File: config.mk
export PLATFORM = sky130hd
export DESIGN_NAME = alc_ram
export DESIGN_NICKNAME = d
export VERILOG_FILES = /design/src/design/alc_ram.sv
export SDC_FILE = /design/constraint.sdc
export NUM_CORES = 1
export LEC_CHECK = 0
export BUFFER_PORTS_ARGS = -buffer_cell sky130_fd_sc_hd__buf_2
export CORE_ASPECT_RATIO = 0.7
export CORE_MARGIN = 8
export CORE_UTILIZATION = 68
export CTS_BUF_LIST = sky130_fd_sc_hd__clkbuf_8
export CTS_CLUSTER_SIZE = 10
export DETAILED_ROUTE_END_ITERATION = 6
export GPL_ROUTABILITY_DRIVEN = 0
export GPL_TIMING_DRIVEN = 0
export MAX_ROUTING_LAYER = met4
export PLACE_DENSITY = 0.95
export SLEW_MARGIN = 10
export SYNTH_ARGS = -nofsm -noshare
export SYNTH_HDL_FRONTEND = slang
export SYNTH_SLANG_ARGS = --single-unit
File: constraint.sdc
create_clock -name aclk -period 3.5 [get_ports aclk]
set_input_delay 0.175 -clock aclk [delete_from_list [all_inputs] [get_ports aclk]]
set_output_delay 0.175 -clock aclk [all_outputs]
set_load 0.05 [all_outputs]
File: src/design/alc_ram.sv
// ----------------------------------------------------------------------------
// alc_ram : generic single-port-write, single-port-read ram
// one write and one registered read per cycle, read returns old data
// ----------------------------------------------------------------------------
module alc_ram #(
    parameter int WIDTH = 8,
    parameter int DEPTH = 16
) (
    input  logic                     aclk,
    input  logic                     we,
    input  logic [$clog2(DEPTH)-1:0] waddr,
    input  logic [WIDTH-1:0]         wdata,
    input  logic                     re,
    input  logic [$clog2(DEPTH)-1:0] raddr,
    output logic [WIDTH-1:0]         rdata
);

    logic [WIDTH-1:0] mem_reg [DEPTH];
    logic [WIDTH-1:0] rdata_reg;

    always_ff @(posedge aclk) begin
        if (we) begin
            mem_reg[waddr] <= wdata;
        end
        if (re) begin
            rdata_reg <= mem_reg[raddr];
        end
    end

    assign rdata = rdata_reg;

endmodule

==> results.tsv, run 1 <==
metric	value	unit
Die X-Extent	121	um
initial DRC count	259	
Synth Register Bits	136	
synthesized area per cell	22.8	um2
max frequency	644	MHz
sw frac	21.9	%
final setup skew	0.00574	ns
Compound-Gate Fraction of Synth Area	2.30	%
H-tree levels	4	
worst-path maximum fanout	1	
Post-DRT Antenna Nets	0	
Initial Utilization	70.8	%
syn_nets	248	
Post-Route M1 WL	4.39	mm
largest family of logic cells by synthesized area	multiplexers	
Overall Power	3.23	mW
Leakage Power	1.95	nW
fin. max-slew vios	0	
DR top layer	met4	
number of flip-flops in the largest register	128	
crit path DAT	1.72	ns
largest cells by area after synthesis	edfxtp_1 78%, mux4_2 7.8%, mux4_1 7.0%	
P&R area growth vs syn	12.2	%
Cells after Synth	229	
nets@finish	292	
Worst setup SP type	flip-flop	
global-route wire length before repair	15.4	mm
Met3 Wirelength	773	um
Synth Flop Type	edfxtp_1	
post-CTS sizing	0	
grt ovf	0	
setup_tns	0	ns
total CTS buffers	17	
XOR/XNOR Fraction of Synth Area	0	%
Fillers	335	
FF-to-FF Start	mem_reg[0][5]	
DRC	0	
Vias	2520	
Worst Hold Depth	1	
Post-Route WL	10.2	mm
post-synthesis sequential area ratio	78.1	%
hold endpoint	rdata[3]	
IO buf count	25	
vias in the first global route	2573	
Worst Setup SP	mem_reg[0][5]	
std cell rows	26	
power share of the clock group	36.9	%
pin count of the biggest net entering global routing	17	
Yosys top cell area share	78.1	%
Final Hold Vio Count	0	
Int Pwr	2.52	mW
Diodes inserted	0	
async set-reset flop share out of synthesis	0	%
WL/cell	26.4	um
IO Pins	27	
R2R Path End	rdata[5]	
minimum clock period	1.55	ns
maximum VDD drop	0.000358	V
Sink Count	136	
met2 wire length	4.81	mm
core footprint	7380	um2
top-count cell post-synth	edfxtp_1	
Post-synth EDFFs	136	
CP required	3.67	ns
Rel. slew slack	34.8	%
Via density	6.56	
proportion of layout cells with a drive suffix above 1	30.8	%
combinational group share of total power	6.1	%
Ys Warns	0	
Reg2Reg Setup Slack	1.95	ns
Hold Path Class	input port to flip-flop	
switching pwr	709	uW
antenna violations before repair	0	
post-synthesis cell type count	18	
total setup buffers inserted after CTS	0	
dominant cell type by area after synthesis	edfxtp_1	
Worst-Skew Late Latency	0.42	ns
mux cell area share after synthesis	14.8	%
Simple-Gate Fraction of Synth Area	3.14	%
DIE HEIGHT	89.4	um
CTS tree	yes	
hold_sp	re	
mapped cell area	5230	um2
clock buffer depth	2	
synth cell count leaders	136 x edfxtp_1, 18 x mux4_2, 16 x a22oi_1	
MaxCap Viol Count	0	
Hold Buf Count CTS	0	
die area	10800	um2
Final Cycle Share	44.4	%
Adder-Cell Fraction of Synth Area	0	%
Global Route Usage Sum	21.3	%
critical path endpoint category	flip-flop	
status	completed	
register share of total power	57.0	%
RSZ-0062 raised after global routing	false	
critical path class	flip-flop to flip-flop	
total power per unit cell area	551	nW/um2
Worst-Margin Slew	0.975	ns
Reg clk slew, reported paths	0.07	ns
final setup vio count	0	
DP HPWL	6.64	mm
Root Buffer	clkbuf_8	
R2R depth	3	
Pre-antenna DRT Iters	5	
[placed cells by master, fill, tap and decap left out, drive strengths merged]
| master | count |
|---|---|
| edfxtp | 136 |
| buf | 32 |
| mux4 | 32 |
| clkbuf | 17 |
| a22oi | 16 |
| nor2 | 13 |
| clkinv | 10 |
| nand2 | 9 |
| nor3 | 4 |
| clkdlybuf4s25 | 3 |
| nand3b | 2 |
| nand2b | 2 |
| bufinv | 2 |
| clkinvlp | 2 |
| nor2b | 1 |
| and2 | 1 |
| and2b | 1 |
| nand3 | 1 |
| or3b | 1 |
| inv | 1 |
[power groups by stage]
stage / logic, mW / clock network, mW / registers (mW)
2_1_floorplan: 0.0926 / 0 / 1.90
3_3_place_gp: 0.188 / 0 / 1.87
3_5_place_dp: 0.198 / 0 / 1.88
4_1_cts: 0.198 / 1.20 / 1.84
5_1_grt: 0.210 / 1.26 / 1.84
6_report: 0.198 / 1.19 / 1.84
[critical path, stage by stage, from the launching register on]
cell      delay [ns]
edfxtp_1        0.44
mux4_1          0.52
a22oi_1         0.22
nand2_1         0.12
[worst max path at each step]
stage | to | slack (ns) | cells past startpoint
floorplan | mem_reg[0][0] | 1.83 | 2
finish | rdata[5] | 1.95 | 3
detailed placement | mem_reg[4][0] | 1.44 | 3
global route | rdata[2] | 1.91 | 3
CTS | mem_reg[4][7] | 1.91 | 3
global placement | mem_reg[0][7] | 1.19 | 3
[area by class of cell]
type | instances | area (um2) | area share [%]
timing repair buffer | 25 | 125 | 2.13
tap | 98 | 123 | 2.09
clock inverter | 15 | 135 | 2.30
clock buffer | 17 | 234 | 3.99
multi-input combinational | 83 | 1080 | 18.4
sequential | 136 | 4080 | 69.6
buffer | 10 | 86.3 | 1.47
[logic make-up after synthesis]
group,Yosys count
flops,136
compound gates,16
mux,32
buf+inv,10
simple gates,35
[stage by stage]
stage                     hold WS (ns)  setup slack [ns]  cell area, um2  util [%]  std cells
after global placement           0.514              1.19            5480      74.1        352
final                           0.0978              1.95            5860      79.4        384
after CTS                       0.0810              1.91            5860      79.3        384
after floorplan                  0.274              1.83            5230         -        229
after global routing            0.0890              1.91            5860      79.4        384
after detailed placement         0.532              1.44            5490      74.3        352
[layer usage]
| metal | vias up | global-route usage [%] |
|---|---|---|
| li1 | 1069 | - |
| met1 | 1302 | 28.2 |
| met2 | 130 | 31.9 |
| met3 | 19 | 5.36 |
| met4 | 0 | 8.01 |
| met5 | - | - |
Note: power is estimated with default switching activity, not from simulation.
==> inputs of run 2 (changes only) <==
--- a/config.mk
+++ b/config.mk
@@ -8,14 +8,14 @@
 export BUFFER_PORTS_ARGS = -buffer_cell sky130_fd_sc_hd__buf_2
 export CORE_ASPECT_RATIO = 0.7
 export CORE_MARGIN = 8
-export CORE_UTILIZATION = 68
+export CORE_UTILIZATION = 63
 export CTS_BUF_LIST = sky130_fd_sc_hd__clkbuf_8
 export CTS_CLUSTER_SIZE = 10
 export DETAILED_ROUTE_END_ITERATION = 6
 export GPL_ROUTABILITY_DRIVEN = 0
 export GPL_TIMING_DRIVEN = 0
 export MAX_ROUTING_LAYER = met4
-export PLACE_DENSITY = 0.95
+export PLACE_DENSITY = 0.94
 export SLEW_MARGIN = 10
 export SYNTH_ARGS = -nofsm -noshare
 export SYNTH_HDL_FRONTEND = slang
==> constraint.sdc (replaced) <==
create_clock -name aclk -period 1.57 [get_ports aclk]
set_input_delay 0.0785 -clock aclk [delete_from_list [all_inputs] [get_ports aclk]]
set_output_delay 0.0785 -clock aclk [all_outputs]
set_load 0.05 [all_outputs]
==> results.tsv, run 2 (synthesis gave the netlist of run 1 again) <==
metric	value	unit	change
H-tree levels	4		unchanged
power share of the clock group	41.3	%	+4.4 points
pin count of the biggest net entering global routing	17		unchanged
crit path DAT	1.67	ns	-0.05 ns
critical path class	flip-flop to flip-flop		
maximum VDD drop	0.00102	V	+180%
Overall Power	7.77	mW	+140%
setup_tns	0	ns	unchanged
Final Cycle Share	95.2	%	+51 points
Hold Path Class	input port to flip-flop		
register share of total power	52.9	%	-4.1 points
Post-Route WL	10.1	mm	-0.31%
die area	11500	um2	+6.7%
final setup vio count	0		unchanged
sw frac	21.3	%	-0.64 points
nets@finish	293		+0.34%
commonest cells after routing, fill and taps aside	136 x edfxtp_1, 28 x buf_2, 18 x mux4_2		
IO Pins	27		unchanged
Int Pwr	6.11	mW	+140%
core footprint	7970	um2	+8.0%
clock buffer depth	2		unchanged
switching pwr	1.65	mW	+130%
Worst-Margin Slew	1.26	ns	+0.290 ns
grt ovf	0		unchanged
total CTS buffers	17		unchanged
min setup slack post-route	0.0761	ns	-1.87 ns
Crit path max-delay family	multiplexers		
vias in the first global route	2582		+0.35%
Non-Filler Instances	388		+1.0%
status	completed		
Global Route Usage Sum	19.4	%	-1.9 points
Reg clk slew, reported paths	0.08	ns	about the same
IO buf count	25		unchanged
final setup skew	0.0121	ns	+0.00636 ns
Pre-antenna DRT Iters	5		unchanged
Rel. slew slack	15.0	%	-20 points
Worst setup SP type	flip-flop		
MaxCap Viol Count	0		unchanged
Vias	2506		-0.56%
Final Hold Vio Count	0		unchanged
DIE HEIGHT	92.2	um	+3.2%
Die X-Extent	125	um	+3.4%
number of flip-flops in the largest register	128		unchanged
post-route cell area	5950	um2	+1.4%
critical path endpoint category	flip-flop		
antenna violations before repair	0		unchanged
Via density	6.46		-1.6%
proportion of layout cells with a drive suffix above 1	30.0	%	-0.80 points
total power per unit cell area	1310	nW/um2	+140%
placed cell count	355		+0.85%
Root Buffer	clkbuf_8		
Worst-Skew Late Latency	0.45	ns	+0.03 ns
fin. max-slew vios	0		unchanged
global-route wire length before repair	15.2	mm	-1.2%
Diodes inserted	0		unchanged
Initial Utilization	65.6	%	-5.2 points
crit path buf inv count	0		unchanged
Post-DRT Antenna Nets	0		unchanged
Critical-path top delay cell	mux4_1		
WHS	0.0343	ns	-0.0635 ns
Sink Count	136		unchanged
critical path's largest stage delay	0.52	ns	about the same
cells along the critical path	mux4_1 > a22oi_2 > nand2_1		
commonest non-fill, non-tap cell in the layout	edfxtp_1		
Leakage Power	1.98	nW	+1.5%
DRC	0		unchanged
minimum clock period	1.49	ns	-0.0593 ns
area post-placement	5480	um2	-0.11%
max frequency	669	MHz	+4.0%
P&R area growth vs syn	13.8	%	
CTS tree	yes		
WL/cell	26.1	um	-1.3%
initial DRC count	369		+42%
RSZ-0062 raised after global routing	false		
pre-CTS setup slack	-0.226	ns	-1.66 ns
std cell rows	27		+3.8%
CP required	1.75	ns	-1.92 ns
final core utilization	74.6	%	-4.8 points
DP HPWL	6.32	mm	-4.8%
worst-path maximum fanout	1		unchanged
combinational group share of total power	5.8	%	-0.3 points
-- run 2: path summary, 6_finish.rpt --
path	start	end	slack [ns]	cells past startpoint
setup reg to reg	mem_reg[2][0]	rdata[0]	0.08	3
hold reg to reg	mem_reg[3][1]	rdata[1]	0.77	3
hold / removal	wdata[2]	mem_reg[14][2]	0.03	1
setup / recovery	mem_reg[2][0]	rdata[0]	0.08	3
-- run 2: metal layers --
layer,up-vias,GRT usage (%),part of all wire (%)
met5,-,-,0
met4,0,8.68,1.4
met3,20,5.26,8.3
met2,119,28.1,46
met1,1296,25.5,44
li1,1071,-,-
-- run 2: final cells by class --
| class | instances | area [um2] |
|---|---|---|
| buffer | 10 | 86.3 |
| tap | 101 | 126 |
| timing repair buffer | 26 | 135 |
| fill | 434 | 2020 |
| sequential | 136 | 4080 |
| clock buffer | 17 | 234 |
| clock inverter | 15 | 210 |
| multi-input combinational | 83 | 1070 |
-- run 2: power by group through the flow --
stage	clock network [mW]	logic [mW]	registers, mW
floorplan	0	0.207	4.25
global placement	0	0.429	4.18
detailed placement	0	0.445	4.19
CTS	3.23	0.451	4.11
global route	3.37	0.479	4.11
finish	3.21	0.453	4.11
-- run 2: worst reg2reg max path, cell delays in order, from the launching register on --
cell      delay, ns
edfxtp_1       0.37
mux4_1         0.52
a22oi_2        0.23
nand2_1        0.12
-- run 2: what timing repair did --
action	CTS	global route
endpoints found under the setup margin	1	1
gates resized for setup	1	1
endpoints found under the hold margin	8	0
hold buffers	1	0
setup buffers	0	0
==> inputs of run 3 (changes only) <==
--- a/config.mk
+++ b/config.mk
@@ -5,6 +5,7 @@
 export SDC_FILE = /design/constraint.sdc
 export NUM_CORES = 1
 export LEC_CHECK = 0
+export ABC_AREA = 1
 export BUFFER_PORTS_ARGS = -buffer_cell sky130_fd_sc_hd__buf_2
 export CORE_ASPECT_RATIO = 0.7
 export CORE_MARGIN = 8
@@ -15,7 +16,7 @@
 export GPL_ROUTABILITY_DRIVEN = 0
 export GPL_TIMING_DRIVEN = 0
 export MAX_ROUTING_LAYER = met4
-export PLACE_DENSITY = 0.94
+export PLACE_DENSITY = 0.93
 export SLEW_MARGIN = 10
 export SYNTH_ARGS = -nofsm -noshare
 export SYNTH_HDL_FRONTEND = slang
==> results.tsv, run 3 <==
metric	value	unit	change
Rel. slew slack	40.3	%	+25 points
Vias	4202		+68%
Crit path max-delay family	simple AND/OR/NAND/NOR gates		
DIE HEIGHT	96.6	um	+4.8%
cells along the critical path	inv_1 > nand2_1 > nand3_1 > nand3_1 > nand3_1 > nand2_1		
Hold Path Class	input port to flip-flop		
IO Pins	27		unchanged
P&R area growth vs syn	10.7	%	
critical path's largest stage delay	0.40	ns	-0.12 ns
fin. max-slew vios	0		unchanged
status	completed		
global-route wire length before repair	22.0	mm	+45%
mapped cell area	5850	um2	+12%
top-count cell post-synth	nand2_1		
Critical-path top delay cell	edfxtp_1		
final core utilization	71.7	%	-2.9 points
nets@finish	613		+110%
commonest non-fill, non-tap cell in the layout	nand2_1		
grt ovf	0		unchanged
Post-Route WL	14.3	mm	+42%
Compound-Gate Fraction of Synth Area	0	%	-2.3 points
Worst-Margin Slew	0.892	ns	-0.373 ns
total CTS buffers	17		unchanged
maximum VDD drop	0.000974	V	-4.4%
Simple-Gate Fraction of Synth Area	20.8	%	+18 points
Via density	5.76		-11%
mux cell area share after synthesis	0	%	-15 points
Global Route Usage Sum	23.9	%	+4.5 points
DRC	0		unchanged
WHS	0.0356	ns	+0.00132 ns
Sink Count	136		unchanged
Yosys top cell area share	69.8	%	-8.3 points
Root Buffer	clkbuf_8		
Initial Utilization	64.7	%	-0.85 points
Post-DRT Antenna Nets	0		unchanged
number of flip-flops in the largest register	128		unchanged
std cell rows	29		+7.4%
total power per unit cell area	1130	nW/um2	-13%
critical path endpoint category	flip-flop		
FF-to-FF Start	mem_reg[0][6]		
Reg clk slew, reported paths	0.08	ns	about the same
setup_tns	0	ns	unchanged
Leakage Power	2.80	nW	+42%
critical path class	flip-flop to flip-flop		
Worst-Skew Late Latency	0.45	ns	about the same
synth cell count leaders	173 x nand2_1, 136 x edfxtp_1, 100 x inv_1		
MaxCap Viol Count	0		unchanged
Synth Flop Type	edfxtp_1		
CP dominant cell by count	nand3_1		
largest family of logic cells by synthesized area	simple AND/OR/NAND/NOR gates		
Setup crit end	rdata[6]		
Worst setup SP type	flip-flop		
Adder-Cell Fraction of Synth Area	0	%	unchanged
Overall Power	7.32	mW	-5.7%
IO buf count	23		-8.0%
vias in the first global route	4114		+59%
Worst Setup SP	mem_reg[0][6]		
CP Depth	6		+3
RSZ-0062 raised after global routing	false		
proportion of layout cells with a drive suffix above 1	12.1	%	-18 points
syn_nets	570		+130%
Pre-antenna DRT Iters	5		unchanged
core footprint	9030	um2	+13%
Synth Register Bits	136		unchanged
pin count of the biggest net entering global routing	17		unchanged
synthesized area per cell	10.6	um2	-54%
XOR/XNOR Fraction of Synth Area	0	%	unchanged
post-synthesis cell type count	11		-7
DP HPWL	9.60	mm	+52%
antenna violations before repair	0		unchanged
final setup skew	0.00944	ns	-0.00266 ns
Die X-Extent	131	um	+5.0%
Worst Hold Depth	1		unchanged
dominant cell type by area after synthesis	edfxtp_1		
R2R Path End	rdata[6]		
max frequency	814	MHz	+22%
Ys Warns	0		unchanged
Post-synth EDFFs	136		unchanged
CTS tree	yes		
crit path buf inv count	1		+1
commonest cells after routing, fill and taps aside	173 x nand2_1, 136 x edfxtp_1, 100 x inv_1		
R2R depth	6		+3
largest cells by area after synthesis	edfxtp_1 70%, nand2_1 11%, nand3_1 8.3%		
final setup vio count	0		unchanged
Cells after Synth	551		+140%
Final Hold Vio Count	0		unchanged
worst-path maximum fanout	1		unchanged
WL/cell	19.7	um	-25%
crit path DAT	1.43	ns	-0.24 ns
initial DRC count	675		+83%
minimum clock period	1.23	ns	-0.265 ns
Diodes inserted	0		unchanged
H-tree levels	4		unchanged
Final Cycle Share	78.2	%	-17 points
Reg2Reg Setup Slack	0.34	ns	+0.27 ns
clock buffer depth	2		unchanged
post-synthesis sequential area ratio	69.8	%	-8.3 points
die area	12700	um2	+10%
CP required	1.77	ns	+0.02 ns
async set-reset flop share out of synthesis	0	%	unchanged
## run 3: cell types whose count changed in the layout (fill, tap and decap cells not counted), sizes merged, moves of 4 or more
cell and delta:
mux4 -32, nand2 +164, nor2 +4, nand3 +96, inv +100, buf +15, a22oi -16, nor3 -4
clkinv +5
## run 3: cells by family after synthesis
group	Yosys count
buf+inv	126
simple gates	289
flops	136
## run 3: final cells by class
type | instances | area [um2]
Buffer | 24 | 166
Clock buffer | 17 | 234
Clock inverter | 13 | 114
Fill cell | 629 | 2560
Inverter | 102 | 383
Multi-Input combinational cell | 289 | 1210
Sequential cell | 136 | 4080
Tap cell | 124 | 155
Timing Repair Buffer | 24 | 125
## run 3: stage by stage
| stage | setup slack, ns | area, um2 | instances |
|---|---|---|---|
| floorplan | 0.541 | 5850 | 551 |
| global placement | 0.0893 | 6120 | 698 |
| detailed placement | 0.0470 | 6120 | 698 |
| CTS | 0.395 | 6470 | 729 |
| global route | 0.311 | 6470 | 729 |
| finish | 0.342 | 6470 | 729 |
## run 3: layer usage
metal / GRT usage, % / wire length, um / vias to the layer above
met4: 12.0 / 393 / 0
met1: 31.1 / 5320 / 1924
met2: 33.5 / 6340 / 376
li1: - / - / 1859
met3: 7.28 / 2290 / 43
met5: - / 0 / -
## run 3: where the power goes
part	total (mW)	internal, mW	switching, mW
combinational	0.600	0.155	0.446
clock	2.61	1.35	1.27
sequential	4.11	4.09	0.0203
## run 3: worst min-delay path by stage
| stage | startpoint | slack, ns | to |
|---|---|---|---|
| after global routing | wdata[4] | 0.02 | mem_reg[13][4] |
| after global placement | re | 0.40 | rdata[7] |
| after floorplan | wdata[0] | 0.18 | mem_reg[0][0] |
| final | wdata[4] | 0.04 | mem_reg[14][4] |
| after CTS | wdata[4] | 0.01 | mem_reg[13][4] |
| after detailed placement | re | 0.41 | rdata[3] |
## run 3: repair_timing
item,CTS,global route
hold endpoints to repair,8,0
resized for setup,0,0
setup buffers,0,0
hold buffers,1,0
